File: src/hw/rtl/assert_macros.svh
// ----------------------------------------------------------------------------
// Assertion macros
// Shared concurrent assertion forms, clocked and disabled during reset.
// ----------------------------------------------------------------------------
`ifndef ASSERT_MACROS_SVH
`define ASSERT_MACROS_SVH

// antecedent implies consequent in the same cycle
`define ASSERT_IMPL(lbl, clk, rst_n, ante, cons, msg) \
  lbl: assert property (@(posedge clk) disable iff (!rst_n) (ante) |-> (cons)) else $error(msg);

// antecedent implies consequent in the following cycle
`define ASSERT_NEXT(lbl, clk, rst_n, ante, cons, msg) \
  lbl: assert property (@(posedge clk) disable iff (!rst_n) (ante) |=> (cons)) else $error(msg);

`endif

File: src/hw/rtl/hrhs_pkg.sv
// ----------------------------------------------------------------------------
// hrhs_pkg
// Character codes, phase codes and register map of the response scanner.
// ----------------------------------------------------------------------------
package hrhs_pkg;

  localparam logic [7:0] CH_CR    = 8'h0D;
  localparam logic [7:0] CH_LF    = 8'h0A;
  localparam logic [7:0] CH_COLON = 8'h3A;
  localparam logic [7:0] CH_SPACE = 8'h20;
  localparam logic [7:0] CH_TAB   = 8'h09;
  localparam logic [7:0] CH_ZERO  = 8'h30;
  localparam logic [7:0] CH_NINE  = 8'h39;
  localparam logic [7:0] CH_UP_A  = 8'h41;
  localparam logic [7:0] CH_UP_Z  = 8'h5A;
  localparam logic [7:0] CASE_OFS = 8'd32;

  // header match phases
  localparam logic [1:0] PH_MATCH = 2'd0;
  localparam logic [1:0] PH_SKIP  = 2'd1;
  localparam logic [1:0] PH_COPY  = 2'd2;
  localparam logic [1:0] PH_DONE  = 2'd3;

  // status code phases; digits one to three in between
  localparam logic [2:0] ST_SEEK = 3'd0;
  localparam logic [2:0] ST_D1   = 3'd1;
  localparam logic [2:0] ST_D2   = 3'd2;
  localparam logic [2:0] ST_D3   = 3'd3;
  localparam logic [2:0] ST_OK   = 3'd4;
  localparam logic [2:0] ST_BAD  = 3'd5;

  // register index, taken from paddr[4:3]
  localparam logic [1:0] REG_HEADER_NAME = 2'd0;
  localparam logic [1:0] REG_NAME_LENGTH = 2'd1;
  localparam logic [1:0] REG_VALUE_LIMIT = 2'd2;

  function automatic logic [7:0] to_lower(input logic [7:0] c);
    logic [7:0] r;
    r = c;
    if (c >= CH_UP_A && c <= CH_UP_Z) r = c + CASE_OFS;
    return r;
  endfunction

endpackage

File: src/hw/rtl/http_response_header_scanner.sv
// ----------------------------------------------------------------------------
// http_response_header_scanner
// Per-byte HTTP response scanner: status code, body offset, header value.
// ----------------------------------------------------------------------------
// One response byte is accepted per clock, back to back, while in_stall is
// low, and each accepted beat yields exactly one registered result beat.
// The result is formed combinationally from the byte and the parser state
// registers (status digits, CRLF tracker, name match mask, value counter);
// it sits in an output register backed by one skid entry, so one more input
// beat is taken while a result waits before in_stall rises. Value bytes
// of the first header whose name matches header_name (case-insensitive,
// up to name_length chars, then a colon) stream out with value_valid;
// value_end marks the end of that value. The beat for the byte flagged
// last carries the summary and resets the parser.
// Registers sit at byte addresses 0, 8 and 16 of a 64-bit APB-style port.
`include "assert_macros.svh"

module http_response_header_scanner #(
  parameter int MAX_RESPONSE = 65536,
  parameter int NAME_CHARS   = 8,
  localparam int POS_W       = $clog2(MAX_RESPONSE + 1)
) (
  input  logic             clk,
  input  logic             rst_n,
  // byte input
  input  logic             in_valid,
  output logic             in_stall,
  input  logic [7:0]       in_response_byte,
  input  logic             in_last_byte,
  // results
  output logic             out_valid,
  input  logic             out_stall,
  output logic             out_value_valid,
  output logic [7:0]       out_value_byte,
  output logic             out_value_end,
  output logic             out_summary_valid,
  output logic [9:0]       out_status_number,
  output logic             out_body_found,
  output logic [POS_W-1:0] out_body_offset,
  output logic             out_header_found,
  // configuration
  input  logic             psel,
  input  logic             penable,
  input  logic             pwrite,
  input  logic [4:0]       paddr,
  input  logic [63:0]      pwdata,
  output logic [63:0]      prdata,
  output logic             pready
);

  localparam int MW = NAME_CHARS + 2;

  typedef struct packed {
    logic             value_valid;
    logic [7:0]       value_byte;
    logic             value_end;
    logic             summary_valid;
    logic [9:0]       status_number;
    logic             body_found;
    logic [POS_W-1:0] body_offset;
    logic             header_found;
  } res_t;

  // ---------------- configuration ----------------
  logic [63:0] header_name_r;
  logic [3:0]  name_length_r;
  logic [7:0]  value_limit_r;
  logic        cfg_wr;

  assign pready = 1'b1;
  assign cfg_wr = psel && penable && pwrite;

  always_ff @(posedge clk) begin
    if (!rst_n) begin
      header_name_r <= '0;
      name_length_r <= 4'd8;
      value_limit_r <= 8'd255;
    end else if (cfg_wr) begin
      case (paddr[4:3])
        hrhs_pkg::REG_HEADER_NAME: header_name_r <= pwdata;
        hrhs_pkg::REG_NAME_LENGTH: name_length_r <= pwdata[3:0];
        hrhs_pkg::REG_VALUE_LIMIT: value_limit_r <= pwdata[7:0];
        default: ;
      endcase
    end
  end

  always_comb begin
    case (paddr[4:3])
      hrhs_pkg::REG_HEADER_NAME: prdata = header_name_r;
      hrhs_pkg::REG_NAME_LENGTH: prdata = {60'd0, name_length_r};
      hrhs_pkg::REG_VALUE_LIMIT: prdata = {56'd0, value_limit_r};
      default:                   prdata = '0;
    endcase
  end

  // ---------------- parser state ----------------
  logic [POS_W-1:0] byte_pos_r,     byte_pos_nxt;
  logic [2:0]       status_ph_r,    status_ph_nxt;
  logic [9:0]       status_acc_r,   status_acc_nxt;
  logic [1:0]       crlf_r,         crlf_nxt;
  logic             body_seen_r,    body_seen_nxt;
  logic [POS_W-1:0] body_pos_r,     body_pos_nxt;
  logic             line_start_r,   line_start_nxt;
  logic [MW-1:0]    mask_r,         mask_nxt;
  logic [1:0]       match_ph_r,     match_ph_nxt;
  logic [7:0]       value_cnt_r,    value_cnt_nxt;
  logic             hdr_matched_r,  hdr_matched_nxt;

  logic             accept;
  res_t             res;

  logic [3:0]       nl;
  logic [7:0]       lim1;
  logic             examined;
  logic             hit;
  logic [MW-1:0]    cand;
  logic [7:0]       b;
  logic [7:0]       b_low;
  logic [7:0]       want;

  assign accept = in_valid && !in_stall;
  assign b      = in_response_byte;
  assign b_low  = hrhs_pkg::to_lower(b);
  assign nl     = (name_length_r > 4'(NAME_CHARS)) ? 4'(NAME_CHARS) : name_length_r;
  assign lim1   = (value_limit_r == 8'd0) ? 8'd0 : value_limit_r - 8'd1;
  assign examined = byte_pos_r < POS_W'(MAX_RESPONSE);
  assign cand   = mask_r | {{(MW-1){1'b0}}, line_start_r};
  assign want   = crlf_r[0] ? hrhs_pkg::CH_LF : hrhs_pkg::CH_CR;

  always_comb begin
    hit = 1'b0;
    for (int k = 0; k <= NAME_CHARS; k++) begin
      if (4'(k) == nl) hit = mask_r[k+1];
    end
  end

  always_comb begin
    byte_pos_nxt    = byte_pos_r;
    status_ph_nxt   = status_ph_r;
    status_acc_nxt  = status_acc_r;
    crlf_nxt        = crlf_r;
    body_seen_nxt   = body_seen_r;
    body_pos_nxt    = body_pos_r;
    line_start_nxt  = line_start_r;
    mask_nxt        = mask_r;
    match_ph_nxt    = match_ph_r;
    value_cnt_nxt   = value_cnt_r;
    hdr_matched_nxt = hdr_matched_r;
    res             = '0;

    if (examined) begin
      // header match / value copy
      if (!body_seen_r && match_ph_r != hrhs_pkg::PH_DONE &&
          !(match_ph_r == hrhs_pkg::PH_MATCH && hdr_matched_r)) begin
        if (match_ph_nxt == hrhs_pkg::PH_MATCH) begin
          if (hit) begin
            // colon came on the previous byte; this byte starts the value
            hdr_matched_nxt = 1'b1;
            mask_nxt        = '0;
            if (lim1 == 8'd0) begin
              match_ph_nxt  = hrhs_pkg::PH_DONE;
              res.value_end = 1'b1;
            end else begin
              match_ph_nxt  = hrhs_pkg::PH_SKIP;
            end
          end else begin
            mask_nxt = '0;
            for (int k = 0; k < NAME_CHARS; k++) begin
              if (cand[k] && 4'(k) < nl &&
                  b_low == hrhs_pkg::to_lower(header_name_r[8*k +: 8]))
                mask_nxt[k+1] = 1'b1;
            end
            // whole name seen: a colon has to follow
            for (int k = 0; k <= NAME_CHARS; k++) begin
              if (cand[k] && 4'(k) == nl && b == hrhs_pkg::CH_COLON)
                mask_nxt[k+1] = 1'b1;
            end
          end
        end
        if (match_ph_nxt == hrhs_pkg::PH_SKIP) begin
          if (b != hrhs_pkg::CH_SPACE && b != hrhs_pkg::CH_TAB)
            match_ph_nxt = hrhs_pkg::PH_COPY;
        end
        if (match_ph_nxt == hrhs_pkg::PH_COPY) begin
          if (b == hrhs_pkg::CH_CR || b == hrhs_pkg::CH_LF) begin
            match_ph_nxt  = hrhs_pkg::PH_DONE;
            res.value_end = 1'b1;
          end else begin
            res.value_valid = 1'b1;
            res.value_byte  = b;
            value_cnt_nxt   = value_cnt_r + 8'd1;
            if (value_cnt_nxt >= lim1) begin
              match_ph_nxt  = hrhs_pkg::PH_DONE;
              res.value_end = 1'b1;
            end
          end
        end
      end

      // status code
      case (status_ph_r)
        hrhs_pkg::ST_SEEK: begin
          if (b == hrhs_pkg::CH_SPACE) status_ph_nxt = hrhs_pkg::ST_D1;
        end
        hrhs_pkg::ST_D1, hrhs_pkg::ST_D2, hrhs_pkg::ST_D3: begin
          if (b >= hrhs_pkg::CH_ZERO && b <= hrhs_pkg::CH_NINE) begin
            status_acc_nxt = {status_acc_r[6:0], 3'b000} + {status_acc_r[8:0], 1'b0}
                             + {6'd0, b[3:0]};
            status_ph_nxt  = status_ph_r + 3'd1;
          end else begin
            status_ph_nxt  = hrhs_pkg::ST_BAD;
          end
        end
        default: ;
      endcase

      // CRLFCRLF tracker
      if (!body_seen_r) begin
        if (b == want) begin
          if (crlf_r == 2'd3) begin
            body_seen_nxt = 1'b1;
            body_pos_nxt  = byte_pos_r + POS_W'(1);
            crlf_nxt      = 2'd0;
          end else begin
            crlf_nxt      = crlf_r + 2'd1;
          end
        end else begin
          crlf_nxt = (b == hrhs_pkg::CH_CR) ? 2'd1 : 2'd0;
        end
      end

      line_start_nxt = (b == hrhs_pkg::CH_LF);
      byte_pos_nxt   = byte_pos_r + POS_W'(1);
    end

    if (in_last_byte) begin
      // value cut short by end of data
      if (match_ph_nxt == hrhs_pkg::PH_SKIP || match_ph_nxt == hrhs_pkg::PH_COPY) begin
        match_ph_nxt  = hrhs_pkg::PH_DONE;
        res.value_end = 1'b1;
      end
      res.summary_valid = 1'b1;
      res.status_number = (status_ph_nxt == hrhs_pkg::ST_OK) ? status_acc_nxt : 10'd0;
      res.body_found    = body_seen_nxt;
      res.body_offset   = body_seen_nxt ? body_pos_nxt : '0;
      res.header_found  = hdr_matched_nxt;

      byte_pos_nxt    = '0;
      status_ph_nxt   = hrhs_pkg::ST_SEEK;
      status_acc_nxt  = '0;
      crlf_nxt        = '0;
      body_seen_nxt   = 1'b0;
      body_pos_nxt    = '0;
      line_start_nxt  = 1'b1;
      mask_nxt        = '0;
      match_ph_nxt    = hrhs_pkg::PH_MATCH;
      value_cnt_nxt   = '0;
      hdr_matched_nxt = 1'b0;
    end
  end

  always_ff @(posedge clk) begin
    if (!rst_n) begin
      byte_pos_r    <= '0;
      status_ph_r   <= hrhs_pkg::ST_SEEK;
      status_acc_r  <= '0;
      crlf_r        <= '0;
      body_seen_r   <= 1'b0;
      body_pos_r    <= '0;
      line_start_r  <= 1'b1;
      mask_r        <= '0;
      match_ph_r    <= hrhs_pkg::PH_MATCH;
      value_cnt_r   <= '0;
      hdr_matched_r <= 1'b0;
    end else if (accept) begin
      byte_pos_r    <= byte_pos_nxt;
      status_ph_r   <= status_ph_nxt;
      status_acc_r  <= status_acc_nxt;
      crlf_r        <= crlf_nxt;
      body_seen_r   <= body_seen_nxt;
      body_pos_r    <= body_pos_nxt;
      line_start_r  <= line_start_nxt;
      mask_r        <= mask_nxt;
      match_ph_r    <= match_ph_nxt;
      value_cnt_r   <= value_cnt_nxt;
      hdr_matched_r <= hdr_matched_nxt;
    end
  end

  // ---------------- output register + skid ----------------
  logic out_valid_r;
  logic skid_valid_r;
  res_t out_res_r;
  res_t skid_res_r;

  assign in_stall = skid_valid_r;

  always_ff @(posedge clk) begin
    if (!rst_n) begin
      out_valid_r  <= 1'b0;
      skid_valid_r <= 1'b0;
    end else if (!out_valid_r || !out_stall) begin
      if (skid_valid_r) begin
        out_valid_r  <= 1'b1;
        skid_valid_r <= 1'b0;
      end else begin
        out_valid_r  <= accept;
      end
    end else if (accept) begin
      skid_valid_r <= 1'b1;
    end
  end

  always_ff @(posedge clk) begin
    if (!out_valid_r || !out_stall) begin
      out_res_r <= skid_valid_r ? skid_res_r : res;
    end else if (accept) begin
      skid_res_r <= res;
    end
  end

  assign out_valid         = out_valid_r;
  assign out_value_valid   = out_res_r.value_valid;
  assign out_value_byte    = out_res_r.value_byte;
  assign out_value_end     = out_res_r.value_end;
  assign out_summary_valid = out_res_r.summary_valid;
  assign out_status_number = out_res_r.status_number;
  assign out_body_found    = out_res_r.body_found;
  assign out_body_offset   = out_res_r.body_offset;
  assign out_header_found  = out_res_r.header_found;

  // ---------------- checks ----------------
  `ASSERT_IMPL(a_skid_behind_out, clk, rst_n, skid_valid_r, out_valid_r,
               "skid full with empty output")
  `ASSERT_NEXT(a_last_clears, clk, rst_n, accept && in_last_byte,
               byte_pos_r == '0 && !hdr_matched_r, "parser not cleared after last beat")
  `ASSERT_IMPL(a_copy_needs_match, clk, rst_n,
               match_ph_r == hrhs_pkg::PH_SKIP || match_ph_r == hrhs_pkg::PH_COPY,
               hdr_matched_r, "value phase without a match")
  `ASSERT_IMPL(a_body_pos, clk, rst_n, body_seen_r,
               body_pos_r != '0 && body_pos_r <= byte_pos_r, "body offset out of range")

endmodule
File: config.mk
export PLATFORM = sky130hd
export DESIGN_NAME = http_response_header_scanner
export DESIGN_NICKNAME = d
export VERILOG_FILES = /design/src/hw/rtl/hrhs_pkg.sv /design/src/hw/rtl/http_response_header_scanner.sv
export VERILOG_INCLUDE_DIRS = /design/src /design/src/hw/rtl
export SDC_FILE = /design/constraint.sdc
export NUM_CORES = 1
export LEC_CHECK = 0
export BUFFER_PORTS_ARGS = -buffer_cell sky130_fd_sc_hd__buf_2
export CAP_MARGIN = 20
export CORE_ASPECT_RATIO = 1.5
export CORE_UTILIZATION = 41
export CTS_CLUSTER_DIAMETER = 200
export DETAILED_ROUTE_END_ITERATION = 12
export MAX_ROUTING_LAYER = met4
export PLACE_DENSITY = 0.68
export SYNTH_ARGS = -nofsm -noshare
export SYNTH_HDL_FRONTEND = slang
export SYNTH_SLANG_ARGS = --single-unit
File: constraint.sdc
create_clock -name clk -period 8.1 [get_ports clk]
set_input_delay 0.405 -clock clk [delete_from_list [all_inputs] [get_ports clk]]
set_output_delay 0.405 -clock clk [all_outputs]
set_load 0.02 [all_outputs]
Yosys cells after proc, flatten, opt, wreduce, memory -nomap -nowiden
Index checks and enable logic that the tools add are counted.
Word-level totals
  flip-flop bits (word level): 230
  output and inout port bits: 107
Cells by class
  $add $sub $neg: 16
  $lt $le $gt $ge: 31
  eq/ne operators: 37
  multiplexer cells: 145
  bitwise gates (word level): 3
  reductions and logical operators: 79
Operators with widths (number)
  $mux 8: 47
  $pmux 64 s3: 1
  $mux 17: 8
  $mux 10: 13
  $add 8x6->8 const B: 9
  $ge 8x7->1 const B: 9
  $le 8x7->1 const B: 9
  $eq 8x8->1: 8
  $logic_and 1x1->1: 51
  $mux 1: 46
  $mux 2: 20
  $mux 40: 1
  $mux 31: 1
  $add 17x1->17 const B: 1
  $lt 17x17->1 const B: 1
  $eq 3x4->1 const A: 4
  $eq 8x4->1 const B: 2
  $eq 8x6->1 const B: 2
  $logic_not 8->1: 2
  $lt 3x4->1 const A: 4
  $mux 3: 5
  $add 10x10->10: 1
  $add 10x4->10: 1
  $reduce_and 2->1: 5
  other kinds (38): 60

Longest topological paths before layout
Gate-level depths: netlist of the first run.
  depth after elaboration: 30
  mapped depth: 13

Worst setup path before layout of the first run
No wires, ideal clock.
  path type: register to register
  from: register out_valid_r, in the netlist out_valid
  to: register skid_res_r[0] (netlist name) (enable)
  arrival: 3.222 ns
  required time: 7.662 ns
  setup slack: 4.441 ns
  cell stages (with the launch flop): 3
  buffers on the path: 0
  cells stage by stage: dfxtp_1 -> nand2_1 -> nor2_1
Between the ends
  cells in the longest elaborated chain, start to end: 4
Ends and longest elaborated chain
  start, declared: RTL line http_response_header_scanner.sv:292  | logic out_valid_r;
  start signal, assigned: RTL line http_response_header_scanner.sv:308  | out_valid_r <= accept;
  $logic_not 1->1: RTL line http_response_header_scanner.sv:316  | if (!out_valid_r || !out_stall) begin
  $logic_or 1x1->1: RTL line http_response_header_scanner.sv:316
  $not 1->1 (no source line)
  $reduce_and 2->1 (no source line)
  end signal, assigned: RTL line http_response_header_scanner.sv:319  | skid_res_r <= res;
  end, declared: RTL line http_response_header_scanner.sv:295  | res_t skid_res_r;
No other way between the ends.
A chain may end at the register's enable or synchronous reset.

Final worst setup path of the first run
  from: register value_limit_r[0]
  to: register out_res_r (netlist bit out_value_end), data pin
Between the ends
  cells in the longest elaborated chain, start to end: 22
Ends and longest elaborated chain
  start, declared: RTL line http_response_header_scanner.sv:67  | logic [7:0] value_limit_r;
  start signal, assigned: RTL line http_response_header_scanner.sv:82  | hrhs_pkg::REG_VALUE_LIMIT: value_limit_r <= pwdata[7:0];
  $sub 8x1->8 / $logic_not 8->1 (equally long branches): RTL line http_response_header_scanner.sv:126  | assign lim1 = (value_limit_r == 8'd0) ? 8'd0 : value_limit_r - 8'd1;
  $mux 8 *: RTL line http_response_header_scanner.sv:126
  $logic_not 8->1: RTL line http_response_header_scanner.sv:161  | if (lim1 == 8'd0) begin
  $mux 2: RTL line http_response_header_scanner.sv:161
  $mux 2: RTL line http_response_header_scanner.sv:157  | if (hit) begin
  $mux 2: RTL line http_response_header_scanner.sv:156  | if (match_ph_nxt == hrhs_pkg::PH_MATCH) begin
  $mux 2: RTL line http_response_header_scanner.sv:154  | if (!body_seen_r && match_ph_r != hrhs_pkg::PH_DONE &&
  $mux 2: RTL line http_response_header_scanner.sv:152  | if (examined) begin
  [... 6 more ...]
  $mux 2: RTL line http_response_header_scanner.sv:185  | if (match_ph_nxt == hrhs_pkg::PH_COPY) begin
  $mux 2: RTL line http_response_header_scanner.sv:154
  $mux 2: RTL line http_response_header_scanner.sv:152
  $eq 2x1->1 / $eq 2x2->1 (equally long branches): RTL line http_response_header_scanner.sv:239  | if (match_ph_nxt == hrhs_pkg::PH_SKIP || match_ph_nxt == hrhs_pkg::PH_COPY) begin
  $logic_or 1x1->1: RTL line http_response_header_scanner.sv:239
  $mux 1: RTL line http_response_header_scanner.sv:239
  $mux 31 *: RTL line http_response_header_scanner.sv:237  | if (in_last_byte) begin
  $mux 40 *: RTL line http_response_header_scanner.sv:317  | out_res_r <= skid_valid_r ? skid_res_r : res;
  end signal, assigned: RTL line http_response_header_scanner.sv:317
  end, declared: RTL line http_response_header_scanner.sv:294  | res_t out_res_r;
Every way passes the cells marked *; elsewhere a longest branch is shown, timed or not. The select of a mux whose other input is x is not followed.

==> flow_summary_export.csv, run 1 <==
group,metric,value,unit
final_layout,utilization,48.62,%
routing,drt-total-wl,33090,um
final_layout,final_nets,1757,
worst_setup_path,critPathRequiredTime,8.35,ns
synth,synth_seq_area_share,42.51,%
worst_setup_path,arrival,3.61,ns
cts,cts.clk_slew.worst_paths,0.07,ns
sta,setup-tns-final,0,ns
synth,synthArstFlopShare,0,%
routing,drc,0,
floorplanning,die_w,145.5,um
sta,fin_crit_sh,41.45,%
sta,final.min_clock_period,3.357,ns
floorplanning,num_rows,78,
hold_path,hold_path_class,"input pin to register",
routing,first_pass_iters,5,
routing,wl_met3,1612,um
synth,synth_edf_count,80,
floorplanning,initial_utilization,41.74,%
power,power,2.521,mW
floorplanning,ioPinCount,192,
floorplanning,die_area,31620,um2
sta,hold_viol_final,0,
sta,worst_pin_slew,0.9214,ns
power,pwr_density_cell,170.8,nW/um2
synth,yosysWarnings,0,
power,ir_drop,0.1362,mV
grt,antenna_found_initial,1,
cts,cts_buffers,24,
synth,synth_cells,1479,
run,drv_cap,0,
placement,place_congestion,0.9022,
cts,cts.sinks,229,
synth,synthesis.area,12670,um2
worst_setup_path,path_max_fanout,5,
cts,clockRootBuffer,"clkbuf_16",
worst_setup_path,worstSetupStartpointType,"register",
worst_setup_path,crit_path_end_kind,"register",
cts,cts_resized,0,
sta,relSlewSlack,38.10,%
grt,grt_use_total,21.62,%
cts,clk_latency,0.54,ns
sta,grt_setup_unrepaired,"false",
final_layout,layout_common_cells,"nand2_1, buf_2, dfxtp_1, nor2_1, a21oi_1",
cts,cts_max_level,1,
routing,route.vias.total,11150,
synth,synthesis.nets,1608,
routing,wl_met2,17180,um
floorplanning,core,30350,um2
synth,ys_seq_elements,229,
status,outcome,"complete, no violations",
worst_setup_path,cp_cell_sequence,"inv_1 -> ha_1 -> nor4b_1 -> nand2_1 -> nand2_1 -> ha_1 -> a211oi_1 -> nor2_1 -> nor3_1 -> o21a_1 -> a2111oi_0 -> o21ai_0 -> a41oi_1",
grt,grt_pass1_vias,10720,
synth,syn_area_per_cell,8.566,um2
grt,overflow,0,
synth,synthFlopType,"dfxtp_1",
grt,grt_pass1_wl,54140,um
sta,setup_viol,0,
floorplanning,die_height,217.3,um
worst_setup_path,cpPeakStageDelay,0.55,ns
placement,dp_hpwl,23410,um
worst_setup_path,cp_slowest_cell,"nor4b_1",
routing,top_layer_used,"met4",
cts,cts_tree,"done",
cts,hold_buffers,0,
routing,drtIter0Drc,676,
placement,dpl-instance-area,13940,um2
final_layout,layout_commonest_cell,"nand2_1",
cts,post_cts_buffers,0,
routing,wire_per_inst,16.17,um
routing,met1_length,13240,um
sta,clock_skew,0.01981,ns
final_layout,syn_to_final_growth,16.49,%
synth,yosys.cell_types.count,77,
grt,grt_start_max_net_pins,77,
sta,max_freq,0.2979,GHz
cts,clockBufferDepth,3,
routing,ant_nets,0,
final_layout,stdcell_area,14760,um2
routing,avgViaCountPerCell,5.447,
power,leakagePower,5.737,nW
placement,io_buffer_count,187,
worst_setup_path,path_class,"register to register",
sta,drv_slew,0,
final_layout,drive_gt1_share,16.83,%
sequential cells by signal, summed over array words and instances, names as in the netlist, 4 cells and up:
| signal | flops |
|---|---|
| byte_pos_r | 17 |
| out_status_number | 10 |
| status_acc_r | 10 |
| header_name_r | 64 |
| out_body_offset | 17 |
| value_limit_r | 8 |
| value_cnt_r | 8 |
| skid_res_r | 40 |
| mask_r | 9 |
| body_pos_r | 17 |
| out_value_byte | 8 |
| name_length_r | 4 |
per-layer routing:
layer,vias up,GRT usage (%)
li1,5533,-
met1,5238,23.66
met2,304,39.63
met3,75,2.893
met4,0,8.105
met5,-,-
critical path: cells and delay by family, from the launching register on:
| family | cells | cell delay (ns) |
|---|---|---|
| and+or+nand+nor | 5 | 1.15 |
| AOI/OAI and AO/OA | 5 | 0.99 |
| adders and majority gates | 2 | 0.46 |
| DFF | 1 | 0.34 |
| buffers and inverters | 1 | 0.13 |
cells by family (layout without fill, tap and decap cells):
| kind of cell | after synthesis | count (layout) | synth area share (%) |
|---|---|---|---|
| compound gates | 301 | 301 | 15.46 |
| xor+xnor | 90 | 90 | 6.222 |
| fa+ha+maj | 44 | 44 | 4.464 |
| buf+inv | 121 | 288 | 3.773 |
| flops | 229 | 229 | 42.51 |
| mux | 41 | 41 | 3.388 |
| other cells | 1 | 2 | 0.02960 |
| simple gates | 652 | 652 | 24.16 |
metrics by stage:
stage,cells,hold WS (ns),setup WS [ns]
3_3_place_gp,1997,0.4358,4.650
3_5_place_dp,1999,0.4445,4.625
2_1_floorplan,1479,0.4287,4.441
5_1_grt,2047,0.09925,4.542
6_report,2047,0.09648,4.743
4_1_cts,2043,0.07910,4.816
worst paths after layout:
check              startpoint           endpoint  slack (ns)  cells after the start
max reg2reg  value_limit_r[0]      out_value_end        4.74                     13
min reg2reg    body_pos_r[14]     body_pos_r[14]        0.45                      2
min                pwdata[27]  header_name_r[27]         0.1                      3
max          value_limit_r[0]      out_value_end        4.74                     13
synth_stat cells (4+ instances only):
| cell | count | share of area [%] |
|---|---|---|
| edfxtp_1 | 80 | 19 |
| o41ai_1 | 13 | 0.90 |
| nor4_1 | 16 | 0.79 |
| a22oi_1 | 21 | 1.2 |
| xor2_1 | 46 | 3.2 |
| a31oi_1 | 5 | 0.25 |
| nor2_1 | 130 | 3.9 |
| inv_1 | 33 | 0.98 |
| nor3_1 | 56 | 2.2 |
| nand3_1 | 51 | 2.0 |
| buf_1 | 8 | 0.24 |
| o21ai_0 | 38 | 1.5 |
| nor4b_1 | 5 | 0.35 |
| o21ai_1 | 5 | 0.20 |
| a2bb2oi_1 | 6 | 0.41 |
| a21oi_1 | 122 | 4.8 |
| nor3b_1 | 4 | 0.24 |
| dfxtp_1 | 149 | 24 |
| xnor2_1 | 44 | 3.0 |
| clkbuf_1 | 73 | 2.2 |
| a211oi_1 | 7 | 0.41 |
| nand3b_1 | 7 | 0.41 |
| ha_1 | 42 | 4.1 |
| or3_1 | 10 | 0.49 |
| and3_1 | 13 | 0.64 |
| and2_1 | 62 | 3.1 |
| nand2_1 | 246 | 7.3 |
| nor2b_1 | 9 | 0.44 |
| o21a_1 | 11 | 0.65 |
| nand4_1 | 16 | 0.79 |
| o31ai_1 | 23 | 1.4 |
| mux2_2 | 15 | 1.3 |
| o211ai_1 | 7 | 0.41 |
| mux2i_1 | 26 | 2.1 |
| nand2b_1 | 13 | 0.64 |
area by class of cell:
class | instances | area (um2)
timing repair buffer | 209 | 1124
antenna | 1 | 2.502
tap | 400 | 500.5
clock inverter | 13 | 132.6
inverter | 35 | 132.6
fill | 2918 | 15590
clock buffer | 31 | 648.1
multi-input combinational | 1129 | 6833
sequential | 229 | 5385
where the power goes:
part           internal (mW)  switching (mW)  leakage, nW
combinational         0.0648           0.132         3.36
sequential              1.21          0.0136         2.01
clock                  0.634           0.468        0.366
total                   1.91           0.613         5.74
Note: power is estimated with default switching activity, not from simulation.
==> inputs of run 2 (changes only) <==
- ABC_AREA: unset -> 1
- clock period: 8.1 -> 3.26 ns (I/O delays scaled with it)
==> flow_summary_export.csv, run 2 <==
group,metric,value,unit
status,outcome,"complete, no violations",
power,pwr-share-comb,9.1,%
routing,drtIter0Drc,694,
sta,fin_crit_sh,91.59,%
synth,synth_edf_count,80,
placement,dp_hpwl,23330,um
grt,grt_use_total,21.79,%
final_layout,layout_commonest_cell,"nand2_1",
grt,grt_pass1_wl,53510,um
final_layout,stdcell_count,2307,
synth,synthesis.nets,1791,
cts,clockBufferDepth,3,
sta,whs,0.07877,ns
routing,drt-total-wl,32870,um
cts,clockRootBuffer,"clkbuf_16",
worst_setup_path,cp_common_cell,"nand2_1",
grt,top_usage_layer,"met2",
worst_setup_path,cp_slowest_cell,"fa_1",
synth,synth_top_area_cell,"dfxtp_1",
power,ir_drop,0.3549,mV
floorplanning,initial_utilization,41.88,%
cts,cts.sinks,229,
floorplanning,die_area,30930,um2
cts,cts_tree,"done",
routing,drc,0,
worst_setup_path,path_class,"register to register",
placement,dp.cells,2198,
placement,pre_cts_ws,0.3159,ns
sta,grt_setup_unrepaired,"false",
final_layout,drive_gt1_share,15.90,%
grt,met1_usage,24.21,%
synth,synth.most_common_cell,"nand2_1",
worst_setup_path,cp_cell_sequence,"fa_1 -> ha_1 -> nand3_1 -> nand2_1 -> a21o_1 -> a21oi_1 -> nor2_1 -> or2_2 -> a21oi_1 -> xor2_1 -> nand2_1 -> o21ai_0 -> nor2_1 -> nand2_1 -> nand2_1",
placement,io_buffer_count,187,
worst_setup_path,critPathRequiredTime,3.53,ns
power,seq_power_share,47.7,%
worst_setup_path,cpPeakStageDelay,0.47,ns
synth,syn_area_per_cell,7.454,um2
floorplanning,ioPinCount,192,
synth,yosys.cell_types.count,54,
worst_setup_path,crit_path_end_kind,"register",
final_layout,regMostFlops,"header_name_r",
worst_setup_path,arrival,3.26,ns
sta,final.min_clock_period,2.986,ns
synth,synthFlopType,"dfxtp_1",
placement,place_congestion,0.9150,
hold_path,hold_path_class,"input pin to register",
final_layout,top_regs,"header_name_r (64), skid_res_r (40)",
worst_setup_path,path_max_fanout,4,
synth,yosysWarnings,0,
power,power.switching,1.553,mW
sta,relSlewSlack,30.22,%
final_layout,final_nets,2023,
synth,netlist.area_leader.share,24.08,%
routing,wire_per_inst,14.25,um
synth,synth_cells,1662,
power,leakagePower,6.553,nW
cts,cts.clk_slew.worst_paths,0.06,ns
floorplanning,core,29580,um2
power,pwr_density_cell,420.7,nW/um2
routing,avgViaCountPerCell,5.111,
power,switching_share,24.33,%
final_layout,num_antenna_cells,0,
power,internal_power,4.832,mW
grt,met2_usage,38.81,%
final_layout,fill_cells,2831,
power,clkPwrFrac,43.2,%
floorplanning,num_rows,77,
synth,ys_seq_elements,229,
run,drv_cap,0,
cts,cts_max_level,1,
routing,ant_nets,0,
cts,clk_latency,0.52,ns
worst_setup_path,worstSetupStartpointType,"register",
sta,worst_pin_slew,1.047,ns
sta,setup_viol,0,
routing,first_pass_iters,7,
synth,yosys-top-cells-area,"dfxtp_1, edfxtp_1, nand2_1, a21oi_1, nor2_1",
floorplanning,die_height,214.9,um
sta,setup-tns-final,0,ns
synth,synthesis.area,12390,um2
sta,drv_slew,0,
synth,synth_seq_area_share,43.47,%
grt,overflow,0,
final_layout,syn_to_final_growth,22.52,%
synth,synthArstFlopShare,0,%
grt,grt_start_max_net_pins,127,
grt,antenna_found_initial,0,
final_layout,largest_register_ffs,64,
final_layout,layout_common_cells,"nand2_1, nor2_1, buf_2, inv_1, a21oi_1",
routing,route.vias.total,11790,
cts,cts_buffers,24,
sta,max_freq,0.3349,GHz
sta,hold_viol_final,0,
grt,use_met3,2.161,%
synth,netlist_top_cells_count,"nand2_1, nor2_1, inv_1",
sta,worst_slack,0.2741,ns
grt,grt_pass1_vias,11280,
floorplanning,die_w,143.9,um
sta,clock_skew,0.01233,ns
==> run 2: cell count changes in the layout (fill, tap and decap cells not counted), sizes merged, moves of 31 or more <==
cell,previous run,this run
and2,62,1
nor2,130,195
dlygate4sd3,0,65
o21ai,43,132
inv,36,185
a21oi,122,156
nand2,246,393
nor3,56,25
xnor2,44,12
==> run 2: critical path, delay by kind of cell (launching register included) <==
family	cells	cell delay, ns
AND/OR/NAND/NOR	8	0.83
flip-flops	1	0.40
XOR/XNOR	1	0.16
AO/OA/AOI/OAI	4	0.59
adder cells (fa/ha/maj)	2	0.78
==> run 2: layout make-up <==
type,count,area [um2],area share (%)
Sequential cell,229,5385,35.48
Clock inverter,11,87.58,0.5770
Timing Repair Buffer,276,1779,11.72
Multi-Input combinational cell,1176,6020,39.66
Tap cell,395,494.2,3.256
Inverter,187,701.9,4.625
Clock buffer,33,710.7,4.682
==> run 2: cell families (layout without fill, tap and decap cells) <==
group | Yosys count | in the layout | share of synthesized area [%]
multiplexers | 3 | 3 | 0.2424
flip-flops | 229 | 229 | 43.47
XOR/XNOR | 48 | 48 | 3.394
AND/OR/NAND/NOR | 736 | 736 | 25.00
other | 1 | 1 | 0.03027
buffers and inverters | 257 | 507 | 8.121
AO/OA/AOI/OAI | 344 | 344 | 15.18
adder cells (fa/ha/maj) | 44 | 44 | 4.565
==> run 2: metrics by stage <==
step	power (mW)	utilization (%)	area [um2]
after floorplan	3.431	-	12390
after global placement	3.619	46.38	13720
after detailed placement	3.627	46.38	13720
after CTS	6.435	51.28	15170
after global routing	6.612	51.32	15180
final	6.386	51.32	15180
==> run 2: power groups by stage <==
stage | sequential [mW] | clock [mW] | combinational [mW]
6_report | 3.05 | 2.76 | 0.582
5_1_grt | 3.05 | 2.92 | 0.642
3_3_place_gp | 3.11 | 0 | 0.510
4_1_cts | 3.05 | 2.81 | 0.578
3_5_place_dp | 3.11 | 0 | 0.516
2_1_floorplan | 3.14 | 0 | 0.291
==> run 2: timing repair <==
item	4_1_cts	5_1_grt
hold buffers	65	0
buffers inserted	0	0
endpoints found under the hold margin	75	0
gates resized for setup	0	1
setup endpoints to repair	0	1
==> run 2: path summary, 6_finish.rpt <==
path,start,to,slack (ns),depth (start not counted)
max,status_acc_r[0],out_status_number[9],0.27,15
min,penable,value_limit_r[7],0.08,4
max reg2reg,status_acc_r[0],out_status_number[9],0.27,15
min reg2reg,body_pos_r[10],body_pos_r[10],0.46,2
==> run 2: routing by layer <==
layer  vias to the layer above  wire (um)  share of wire (%)
li1                       5931          -                  -
met5                         -          0                  0
met4                         0       1240                3.8
met3                        90       1367                4.2
met1                      5424      13190                 40
met2                       345      17070                 52
